$ cat src/rtl/lgse_pkg.sv
// ----------------------------------------------------------------------------
// lgse_pkg
// Shared types and constants of the life grid step engine: command codes,
// fixed field widths and the neighbor counts of the life rule.
// ----------------------------------------------------------------------------
`default_nettype none

package lgse_pkg;

  localparam int CMD_W = 3;
  localparam int COL_W = 6;
  localparam int ROW_W = 5;

  // Width of an eight-neighbor count
  localparam int NBR_W = 4;

  localparam logic [NBR_W-1:0] BIRTH_COUNT = 4'd3;
  localparam logic [NBR_W-1:0] KEEP_COUNT  = 4'd2;

  typedef enum logic [CMD_W-1:0] {
    CMD_CLEAR   = 3'd0,
    CMD_TOGGLE  = 3'd1,
    CMD_SET     = 3'd2,
    CMD_ADVANCE = 3'd3,
    CMD_READ    = 3'd4
  } cmd_t;

endpackage

`default_nettype wire

$ cat src/rtl/lgse_row_mem.sv
// ----------------------------------------------------------------------------
// lgse_row_mem
// Grid storage, one word per grid row. One write port and one read port,
// read data registered and held while no read is issued.
// ----------------------------------------------------------------------------
`default_nettype none

module lgse_row_mem #(
  parameter int ROWS = 32,
  parameter int COLS = 64
) (
  input  wire logic                      clk,
  input  wire logic                      wr_en,
  input  wire logic [$clog2(ROWS)-1:0]   wr_addr,
  input  wire logic [COLS-1:0]           wr_data,
  input  wire logic                      rd_en,
  input  wire logic [$clog2(ROWS)-1:0]   rd_addr,
  output logic      [COLS-1:0]           rd_data
);

  logic [COLS-1:0] mem [ROWS];

  always_ff @(posedge clk) begin
    if (wr_en) begin
      mem[wr_addr] <= wr_data;
    end
  end

  always_ff @(posedge clk) begin
    if (rd_en) begin
      rd_data <= mem[rd_addr];
    end
  end

endmodule

`default_nettype wire

$ cat src/rtl/lgse_row_gen.sv
// ----------------------------------------------------------------------------
// lgse_row_gen
// Next generation of one grid row from the old row and its two neighbor
// rows. Columns wrap at the edges.
// ----------------------------------------------------------------------------
`default_nettype none

module lgse_row_gen #(
  parameter int COLS = 64
) (
  input  wire logic [COLS-1:0] row_up,
  input  wire logic [COLS-1:0] row_mid,
  input  wire logic [COLS-1:0] row_dn,
  output logic      [COLS-1:0] row_next
);

  for (genvar c = 0; c < COLS; c++) begin : g_cell
    localparam int CL = (c == 0) ? COLS - 1 : c - 1;
    localparam int CR = (c == COLS - 1) ? 0 : c + 1;

    logic [lgse_pkg::NBR_W-1:0] nbr;

    assign nbr = lgse_pkg::NBR_W'(row_up[CL]) + lgse_pkg::NBR_W'(row_up[c])
               + lgse_pkg::NBR_W'(row_up[CR]) + lgse_pkg::NBR_W'(row_mid[CL])
               + lgse_pkg::NBR_W'(row_mid[CR]) + lgse_pkg::NBR_W'(row_dn[CL])
               + lgse_pkg::NBR_W'(row_dn[c]) + lgse_pkg::NBR_W'(row_dn[CR]);

    assign row_next[c] = (nbr == lgse_pkg::BIRTH_COUNT)
                       | ((nbr == lgse_pkg::KEEP_COUNT) & row_mid[c]);
  end

endmodule

`default_nettype wire

$ cat src/rtl/life_grid_step_engine.sv
// ----------------------------------------------------------------------------
// life_grid_step_engine
// Toroidal life grid with clear, toggle, set, read and advance commands.
//
// A command word enters on cmd_valid/cmd_ready; each command returns one
// word on res_valid/res_ready carrying cell_state. One command is worked on
// at a time; cmd_ready is high while the engine is idle, even when an
// earlier result still waits in the output register.
// Steps from accept to the result register:
//   toggle, set, read in range: row read, then S_EDIT
//   out of range or unknown: straight to S_DONE
//   clear:   one row zeroed per cycle
//   advance: rows stream through a three-row window;
//            the row memory reads one row and writes one row per cycle.
// cmd_ready rises again once the result register loads.
// After reset the engine zeroes the grid, one row per cycle, with cmd_ready low.
// If the receiver stalls, a finished result waits until the output
// register is free and the engine holds in its last step meanwhile.
// ----------------------------------------------------------------------------
`default_nettype none

module life_grid_step_engine #(
  parameter int GRID_COLS = 64,
  parameter int GRID_ROWS = 32
) (
  input  wire logic                        clk,
  input  wire logic                        rst,
  input  wire logic                        cmd_valid,
  output logic                             cmd_ready,
  input  wire logic [lgse_pkg::CMD_W-1:0]  cmd,
  input  wire logic [lgse_pkg::COL_W-1:0]  col,
  input  wire logic [lgse_pkg::ROW_W-1:0]  row,
  input  wire logic                        value,
  output logic                             res_valid,
  input  wire logic                        res_ready,
  output logic                             cell_state
);

  localparam int RW  = $clog2(GRID_ROWS);
  localparam int CW  = $clog2(GRID_COLS);
  localparam int TW  = $clog2(GRID_ROWS + 4);
  localparam int RXW = (RW > lgse_pkg::ROW_W) ? RW : lgse_pkg::ROW_W;
  localparam int CXW = (CW > lgse_pkg::COL_W) ? CW : lgse_pkg::COL_W;

  typedef enum logic [2:0] {
    S_CLEAR,
    S_IDLE,
    S_EDIT,
    S_STEP,
    S_DONE
  } state_t;

  state_t               state;
  logic [TW-1:0]        t;
  logic                 clr_cmd;
  lgse_pkg::cmd_t       edit_cmd;
  logic [RW-1:0]        row_q;
  logic [CW-1:0]        col_q;
  logic                 value_q;
  logic                 res;
  logic [GRID_COLS-1:0] win_up;
  logic [GRID_COLS-1:0] win_mid;
  logic [GRID_COLS-1:0] win_dn;
  logic [GRID_COLS-1:0] row0_save;

  logic                 accept;
  logic                 res_load;
  logic                 addr_ok;
  logic                 edit_op;
  logic [RXW-1:0]       row_x;
  logic [CXW-1:0]       col_x;
  logic [RW-1:0]        row_idx;
  logic [CW-1:0]        col_idx;
  logic [TW-1:0]        t_m1;
  logic [TW-1:0]        t_m4;
  logic                 cur_bit;
  logic                 new_bit;
  logic [GRID_COLS-1:0] edit_row;
  logic [GRID_COLS-1:0] gen_row;

  logic                 rd_en;
  logic [RW-1:0]        rd_addr;
  logic [GRID_COLS-1:0] rd_data;
  logic                 wr_en;
  logic [RW-1:0]        wr_addr;
  logic [GRID_COLS-1:0] wr_data;

  assign cmd_ready = (state == S_IDLE);
  assign accept    = cmd_valid && cmd_ready;
  assign res_load  = (state == S_DONE) && (!res_valid || res_ready);

  assign row_x   = RXW'(row);
  assign col_x   = CXW'(col);
  assign row_idx = row_x[RW-1:0];
  assign col_idx = col_x[CW-1:0];
  assign addr_ok = (32'(col) < 32'(GRID_COLS)) && (32'(row) < 32'(GRID_ROWS));
  assign edit_op = (cmd == lgse_pkg::CMD_TOGGLE) || (cmd == lgse_pkg::CMD_SET)
                || (cmd == lgse_pkg::CMD_READ);

  assign t_m1 = t - TW'(1);
  assign t_m4 = t - TW'(4);

  // Edit path: read-modify-write of one row
  always_comb begin
    cur_bit = rd_data[col_q];
    case (edit_cmd)
      lgse_pkg::CMD_TOGGLE: new_bit = ~cur_bit;
      lgse_pkg::CMD_SET:    new_bit = value_q;
      default:              new_bit = cur_bit;
    endcase
    edit_row        = rd_data;
    edit_row[col_q] = new_bit;
  end

  // Memory port steering
  always_comb begin
    rd_en   = 1'b0;
    rd_addr = row_idx;
    wr_en   = 1'b0;
    wr_addr = row_q;
    wr_data = edit_row;
    case (state)
      S_CLEAR: begin
        wr_en   = 1'b1;
        wr_addr = t[RW-1:0];
        wr_data = '0;
      end
      S_IDLE: begin
        rd_en = accept && edit_op && addr_ok;
      end
      S_EDIT: begin
        wr_en = (edit_cmd != lgse_pkg::CMD_READ);
      end
      S_STEP: begin
        // read the last row first, then rows 0 .. GRID_ROWS-1
        rd_en   = (t <= TW'(GRID_ROWS));
        rd_addr = (t == '0) ? RW'(GRID_ROWS - 1) : t_m1[RW-1:0];
        wr_en   = (t >= TW'(4));
        wr_addr = t_m4[RW-1:0];
        wr_data = gen_row;
      end
      default: begin
      end
    endcase
  end

  always_ff @(posedge clk) begin
    if (rst) begin
      state     <= S_CLEAR;
      t         <= '0;
      clr_cmd   <= 1'b0;
      res_valid <= 1'b0;
    end else begin
      if (res_load) begin
        res_valid <= 1'b1;
      end else if (res_ready) begin
        res_valid <= 1'b0;
      end
      case (state)
        S_CLEAR: begin
          res <= 1'b0;
          if (t == TW'(GRID_ROWS - 1)) begin
            t     <= '0;
            state <= clr_cmd ? S_DONE : S_IDLE;
          end else begin
            t <= t + TW'(1);
          end
        end
        S_IDLE: begin
          if (accept) begin
            edit_cmd <= lgse_pkg::cmd_t'(cmd);
            row_q    <= row_idx;
            col_q    <= col_idx;
            value_q  <= value;
            res      <= 1'b0;
            t        <= '0;
            case (cmd)
              lgse_pkg::CMD_CLEAR: begin
                clr_cmd <= 1'b1;
                state   <= S_CLEAR;
              end
              lgse_pkg::CMD_TOGGLE,
              lgse_pkg::CMD_SET,
              lgse_pkg::CMD_READ: begin
                state <= addr_ok ? S_EDIT : S_DONE;
              end
              lgse_pkg::CMD_ADVANCE: begin
                state <= S_STEP;
              end
              default: begin
                state <= S_DONE;
              end
            endcase
          end
        end
        S_EDIT: begin
          res   <= new_bit;
          state <= S_DONE;
        end
        S_STEP: begin
          t <= t + TW'(1);
          // advance the window; the saved old row 0 closes the wrap
          if ((t >= TW'(1)) && (t <= TW'(GRID_ROWS + 2))) begin
            win_up  <= win_mid;
            win_mid <= win_dn;
            win_dn  <= (t == TW'(GRID_ROWS + 2)) ? row0_save : rd_data;
          end
          if (t == TW'(2)) begin
            row0_save <= rd_data;
          end
          if (t == TW'(GRID_ROWS + 3)) begin
            state <= S_DONE;
          end
        end
        S_DONE: begin
          if (res_load) begin
            cell_state <= res;
            clr_cmd    <= 1'b0;
            state      <= S_IDLE;
          end
        end
        default: begin
          state <= S_IDLE;
        end
      endcase
    end
  end

  lgse_row_mem #(
    .ROWS (GRID_ROWS),
    .COLS (GRID_COLS)
  ) u_mem (
    .clk     (clk),
    .wr_en   (wr_en),
    .wr_addr (wr_addr),
    .wr_data (wr_data),
    .rd_en   (rd_en),
    .rd_addr (rd_addr),
    .rd_data (rd_data)
  );

  lgse_row_gen #(
    .COLS (GRID_COLS)
  ) u_gen (
    .row_up   (win_up),
    .row_mid  (win_mid),
    .row_dn   (win_dn),
    .row_next (gen_row)
  );

  a_no_rw_same_row: assert property (@(posedge clk) disable iff (rst)
    (wr_en && rd_en) |-> (wr_addr != rd_addr))
    else $error("row read and written in the same cycle");

  a_idle_no_write: assert property (@(posedge clk) disable iff (rst)
    (state == S_IDLE) |-> !wr_en)
    else $error("grid written while idle");

  a_reset_clears: assert property (@(posedge clk) disable iff (rst)
    $fell(rst) |-> (!cmd_ready && (state == S_CLEAR)))
    else $error("command taken before reset clearing pass");

  a_step_bound: assert property (@(posedge clk) disable iff (rst)
    (state == S_STEP) |-> (t <= TW'(GRID_ROWS + 3)))
    else $error("generation sweep ran past last row");

endmodule

`default_nettype wire

$ cat config.mk
export PLATFORM = sky130hd
export DESIGN_NAME = life_grid_step_engine
export DESIGN_NICKNAME = d
export VERILOG_FILES = /design/src/rtl/lgse_pkg.sv /design/src/rtl/lgse_row_mem.sv /design/src/rtl/lgse_row_gen.sv /design/src/rtl/life_grid_step_engine.sv
export SDC_FILE = /design/constraint.sdc
export NUM_CORES = 2
export LEC_CHECK = 0
export ABC_AREA = 1
export BUFFER_PORTS_ARGS = -buffer_cell sky130_fd_sc_hd__buf_2
export CORE_MARGIN = 3
export CORE_UTILIZATION = 50
export CTS_CLUSTER_DIAMETER = 150
export CTS_CLUSTER_SIZE = 20
export DETAILED_ROUTE_END_ITERATION = 8
export PLACE_DENSITY_LB_ADDON = 0.12
export REMOVE_ABC_BUFFERS = 1
export SETUP_SLACK_MARGIN = 0.3
export SKIP_LAST_GASP = 1
export SLEW_MARGIN = 20
export SYNTH_ARGS = -nofsm -noshare
export SYNTH_HDL_FRONTEND = slang
export SYNTH_SLANG_ARGS = --single-unit
export TNS_END_PERCENT = 30
$ cat constraint.sdc
create_clock -name clk -period 53.2 [get_ports clk]
set_clock_uncertainty 0.1 [all_clocks]
set_input_delay 10.64 -clock clk [delete_from_list [all_inputs] [get_ports clk]]
set_output_delay 10.64 -clock clk [all_outputs]
set_load 0.01 [all_outputs]
Word level (Yosys, flattened, before mapping). Memory sizes are Yosys's and may differ from the RTL's. A register that Yosys moved wholly into a read port is not among the register bits. Index checks and enable logic that the tools add are counted.

Magnitude comparators: 6. Bitwise gates (word level): 130. $add $sub $neg: 451. Mux-type cells: 33. Reductions and logical operators: 25. Equality and inequality tests: 148.

Operators with widths (count): adder 4 x 1 -> 4 bit (384); equality test 4 x 2 -> 1 bit (second input constant) (128); adder 1 x 1 -> 2 bit (64); one-hot mux 64 bit (2 select lines) (1); AND 1 bit (64); bitwise mux 64 bit (1); 2-to-1 mux 64 bit (1); bitwise OR 1 bit (64); one-hot mux 6 bit (3 select lines) (1); equality test 3 x 2 -> 1 bit (second input constant) (5); 2-to-1 mux 3 bit (5); one-hot mux 3 bit (5 select lines) (1); AND reduction 3 bit (5); equality test 6 bit (second input constant) (2); greater-or-equal comparator 6 x 1 -> 1 bit (second input constant) (2); <= comparator 6 bit (second input constant) (2); 2-to-1 mux 6 bit (2); 2-to-1 mux 1 bit (10); 2-to-1 mux 5 bit (2); one-hot mux 5 bit (2 select lines) (1); equality test 3 x 1 -> 1 bit (second input constant) (3); one-hot mux 3 bit (3 select lines) (1); AND reduction 4 bit (2); < comparator 6 x 7 -> 1 bit (second input constant) (1); 24 further kinds (41).

Bits of input ports: 19. Output and inout bits: 3. Memories kept: 1. Logic and storage cells: 808. Bits in writable memories: 2048. Bits in registers: 284.

Memory list: u_mem.mem (words 32, bits a word 64, read ports 1, clocked after memory_dff 1, wr ports 1, RTL line lgse_row_mem.sv:21) `logic [COLS-1:0] mem [ROWS];`.

Longest topological paths before layout.
Depth in word-level cells: 11. Gate-level depth with buffers: 16. Depth with buffers taken out: 15.

Modules after synthesis. A second synthesis with hierarchy kept.

Cell total of the unflattened synthesis: 9534. Area total of the unflattened synthesis: 108146.2 sq um.

Modules (own cells, without submodules): lgse_row_mem (cells an instance 6768, area an instance 83662.7 sq um, instances 1, seq. area each 63420.8 sq um); life_grid_step_engine (cells an instance 1295, area an instance 12878.6 sq um, instances 1, seq. area each 8418.1 sq um); lgse_row_gen (cells an instance 1471, area an instance 11604.9 sq um, instances 1, seq. area each 0.0 sq um).

Worst setup path after synthesis. OpenSTA, ideal clock, no wires.

Path kind: input-to-reg. From: in rst. To: reg win_dn[0] (enable). Slack: 10.793 ns. Library setup time: 1.766 ns. Data arrival time: 40.542 ns. Buffers on the path: 1. Data required time: 51.334 ns. Cell stages on the path: 2. Cells stage by stage: buf_1 a2111oi_0.

Cells in the longest elaborated chain, start to end: 2.

RTL lines: from (decl) (RTL line life_grid_step_engine.sv:27) `input wire logic rst,`; NOT 1 bit (no line); AND reduction 3 bit (no line); to (signal assigned) (RTL line life_grid_step_engine.sv:206) `win_dn <= (t == TW'(GRID_ROWS + 2)) ? row0_save : rd_data;`; to (decl) (RTL line life_grid_step_engine.sv:63) `logic [GRID_COLS-1:0] win_dn;`.

No other way between the ends. A chain may end at the register's enable or synchronous reset.

Worst setup path in the final report.
From: in row[0] (netlist bit). To: reg u_mem.rd_data[11], read port of u_mem.mem, data pin.

Cells in the longest elaborated chain, start to end: 1.

RTL lines: from (decl) (RTL line life_grid_step_engine.sv:32) `input wire logic [lgse_pkg::ROW_W-1:0] row,`; 2-to-1 mux 5 bit (RTL line life_grid_step_engine.sv:122) `case (state)`; to (decl) (RTL line lgse_row_mem.sv:18) `output logic [COLS-1:0] rd_data`.

No other way between the ends.

==> metrics.log <==
INFO  metric timing.final.crit_share = 27.4%
INFO  metric fin_nets = 9,794
INFO  metric synth.avg_cell_area = 11.5 sq um
INFO  metric post_cts_buffers = 0
INFO  metric flow.area_growth_from_synthesis = 5.84%
INFO  metric synth.cell_area = 0.110 sq mm
INFO  metric worst-slew-pin-transition = 1.19 ns
INFO  metric netlist_top_cells_area = sky130_fd_sc_hd__edfxtp_1 (65%), sky130_fd_sc_hd__nand3_1 (12%), sky130_fd_sc_hd__nand2_1 (6.0%), sky130_fd_sc_hd__fa_1 (4.7%), sky130_fd_sc_hd__inv_1 (3.3%)
INFO  metric status = finished, final reports clean
INFO  metric rr_worst_depth = 9
INFO  metric ys.flop_type = sky130_fd_sc_hd__edfxtp_1
INFO  metric vdd_drop_max = 0.0394 mV
INFO  metric asyncSetResetFlopFracSynth = 0%
INFO  metric dieWidth = 475 microns
INFO  metric setup_viol = 0
INFO  metric critPathBufInv = 4
INFO  metric grt_pass1_vias = 71,936
INFO  metric synth.top_cell.area_share = 65.1%
INFO  metric filler_cell_count = 18,586
INFO  metric initial_antenna_violation_count = 14
INFO  metric setup_repair_after_global_routing_missed_its_margin = false
INFO  metric critical_path_class = input port to register
INFO  metric cp_num_cells = 12
INFO  metric fin_ws = 38.63 ns
INFO  metric worst_r2r_endpoint = u_mem.mem[14][35]
INFO  metric clkLatencyLatePin = 0.84 ns
INFO  metric leakage = 43.7 nW
INFO  metric worst_setup_hold_path_clk_slew = 0.09 ns
INFO  metric slew_viol_final = 0
INFO  metric slew-limit-headroom = 20.4%
INFO  metric root_buffer = sky130_fd_sc_hd__clkbuf_16
INFO  metric crit-reg2reg-launch = state[0]
INFO  metric placed_cells = 12,035
INFO  metric grt.total_usage = 30.1%
INFO  metric cts_resized = 0
INFO  metric min_path_type = register to register
INFO  metric clock_sink_count = 2,396
INFO  metric yosys_register_bits = 2,396
INFO  metric synth_common_cells = sky130_fd_sc_hd__nand3_1 (2,611), sky130_fd_sc_hd__edfxtp_1 (2,385), sky130_fd_sc_hd__nand2_1 (1,754)
INFO  metric worst-endpoint-arrival = 15.16 ns
INFO  metric drv.max_cap_violation_count = 0
INFO  metric fin_tns_setup = 0 ns
INFO  metric routabilityCongestion = 0.890
INFO  metric synth_most_common_cell = sky130_fd_sc_hd__nand3_1
INFO  metric initialDrtViolationCount = 9,727
INFO  metric cts_tree = built
INFO  metric cp-start-kind = input port
INFO  metric reg2reg_setup_slack = 46.79 ns
INFO  metric grt_pass1_wl = 497 mm
INFO  metric total_power = 4.78 mW
INFO  metric yosys_warning_total = 0
INFO  metric synth_enable_flop_cells = 2,385
INFO  metric top_level_ports = 22
INFO  metric grt_max_degree = 212
INFO  metric worstSetupStartpoint = row[0]
INFO  metric hold_violations = 0
INFO  metric crit_slowest_cell = sky130_fd_sc_hd__buf_4
INFO  metric gr-total-overflow = 0
INFO  metric setup.worst_path.end = u_mem.rd_data[11]
INFO  metric cts-buffers-inserted = 137
INFO  metric clock_path_buffers = 3
INFO  metric holdBufCountCts = 0
INFO  metric die_height = 475 microns
INFO  metric cts_max_level = 4
INFO  metric netlist.top_cell.by_area = sky130_fd_sc_hd__edfxtp_1
INFO  metric fp-row-count = 171
INFO  metric count_of_unresolved_drc_violations_after_routing = 0
INFO  metric layout_min_cycle_time = 14.57 ns
INFO  metric cpMostUsedCell = sky130_fd_sc_hd__nand3_1
INFO  metric die_area = 0.226 sq mm
INFO  metric place.port_buffers = 21
INFO  metric timing.critical_path.slowest_cell_delay = 0.79 ns
INFO  metric crit_path_cell_trace = buf_2, or2_4, nand2_8, buf_4, buf_4, buf_4, nand2_1, nand3_1, nand3_1, nand3_1, nand3_1, nand2_1
INFO  metric yosys.cell_types.count = 43
INFO  metric detail_route.wl_per_cell = 27.9 microns
INFO  metric p_per_area = 41.0 mW/mm^2
INFO  metric drt_via_density = 6.11
INFO  metric critical_path_data_required_time = 53.80 ns
INFO  metric drt.antenna.violating_nets = 0
INFO  metric hpwlAfterDp = 183 mm
INFO  metric critical_path_peak_fanout = 84
INFO  metric floorplan.core_area = 0.218 sq mm
INFO  metric fmax = 0.0686 GHz
INFO  metric place_ws = 37.92 ns
INFO  metric netlist_instances = 9,584
INFO  metric critical_path.top_delay_family = buffers and inverters
INFO  metric vias = 74,605
INFO  metric final_cells = 12,205
INFO  metric timing.critical_path.to_type = register
INFO  metric finalWirelength = 341 mm
INFO  metric drive_above_1_share = 4.39%
INFO  metric dr.pass1.iters = 6
INFO  metric synth_seq_area_share = 65.3%
INFO  metric initial_core_util = 50.5%
[stage by stage]
stage	utilization, %	cell area [sq um]	hold WS [ns]
floorplan	-	107000	0.300
global placement	51.7	113000	0.305
detailed placement	51.7	113000	0.308
CTS	53.4	116000	0.330
global route	53.4	116000	0.333
finish	53.4	116000	0.330
[logic make-up after synthesis]
group	share of synthesized area, %
AND/OR/NAND/NOR	20.4
AO/OA/AOI/OAI	1.62
buffers and inverters	5.82
XOR/XNOR	0.0159
flip-flops	65.3
adder cells (fa/ha/maj)	6.92
[worst min path at each step]
stage	startpoint	endpoint	slack [ns]	cells past startpoint
CTS	res	cell_state	0.33	0
global placement	res	cell_state	0.31	0
detailed placement	res	cell_state	0.31	0
floorplan	res	cell_state	0.30	0
global route	res	cell_state	0.33	0
finish	res	cell_state	0.33	0
[sequential cells by signal (all words and copies together) (netlist names)]
signal / flops
cell_state: 1
clr_cmd: 1
col_q: 6
edit_cmd: 3
res: 1
res_valid: 1
row0_save: 64
row_q: 5
state: 3
t: 6
u_mem.mem: 2048
u_mem.rd_data: 64
value_q: 1
win_dn: 64
win_mid: 64
win_up: 64
[per-layer routing]
| metal | GRT usage, % | share of wire, % |
|---|---|---|
| met5 | 0 | 0 |
| met4 | 10.6 | 3.9 |
| met1 | 42.9 | 41 |
| met2 | 47.4 | 46 |
| met3 | 4.25 | 8.9 |
[where the power goes]
| part | total [mW] | internal [mW] | switching (mW) |
|---|---|---|---|
| logic | 1.09 | 0.228 | 0.863 |
| clock network | 1.10 | 0.488 | 0.613 |
| registers | 2.58 | 2.52 | 0.0690 |
| total | 4.78 | 3.23 | 1.54 |
[area by class of cell]
type	instances	area, sq um	area share (%)
timing repair buffer	169	1400	1.20
tap	2854	3570	3.07
clock inverter	9	119	0.102
multi-input combinational	5633	32200	27.7
sequential	2396	71800	61.7
antenna	4	10.0	0.00859
clock buffer	157	3610	3.10
inverter	983	3730	3.20
[cell usage in the layout (no fill, tap or decap), types with 4 or more instances in the layout]
master	synthesis	final
sky130_fd_sc_hd__ha_1	199	199
sky130_fd_sc_hd__nand2_2	1	30
sky130_fd_sc_hd__edfxtp_1	2385	2385
sky130_fd_sc_hd__nor3_1	21	19
sky130_fd_sc_hd__o211ai_1	38	38
sky130_fd_sc_hd__o2111ai_1	23	23
sky130_fd_sc_hd__nor2_1	337	302
sky130_fd_sc_hd__clkbuf_1	155	15
sky130_fd_sc_hd__diode_2	0	4
sky130_fd_sc_hd__a21oi_1	18	18
sky130_fd_sc_hd__dfxtp_1	11	11
sky130_fd_sc_hd__nor2_4	1	33
sky130_fd_sc_hd__nand3b_1	168	168
sky130_fd_sc_hd__a211oi_1	76	76
sky130_fd_sc_hd__fa_1	256	256
sky130_fd_sc_hd__a2111oi_0	7	6
sky130_fd_sc_hd__inv_6	0	7
sky130_fd_sc_hd__nand3_1	2611	2611
sky130_fd_sc_hd__buf_4	43	132
sky130_fd_sc_hd__buf_12	0	14
sky130_fd_sc_hd__clkbuf_16	0	142
sky130_fd_sc_hd__buf_2	295	21
sky130_fd_sc_hd__inv_1	976	974
sky130_fd_sc_hd__o21ai_0	96	94
sky130_fd_sc_hd__nand4_1	6	6
sky130_fd_sc_hd__nand2_1	1754	1724
(Power assumes the default switching activity.)
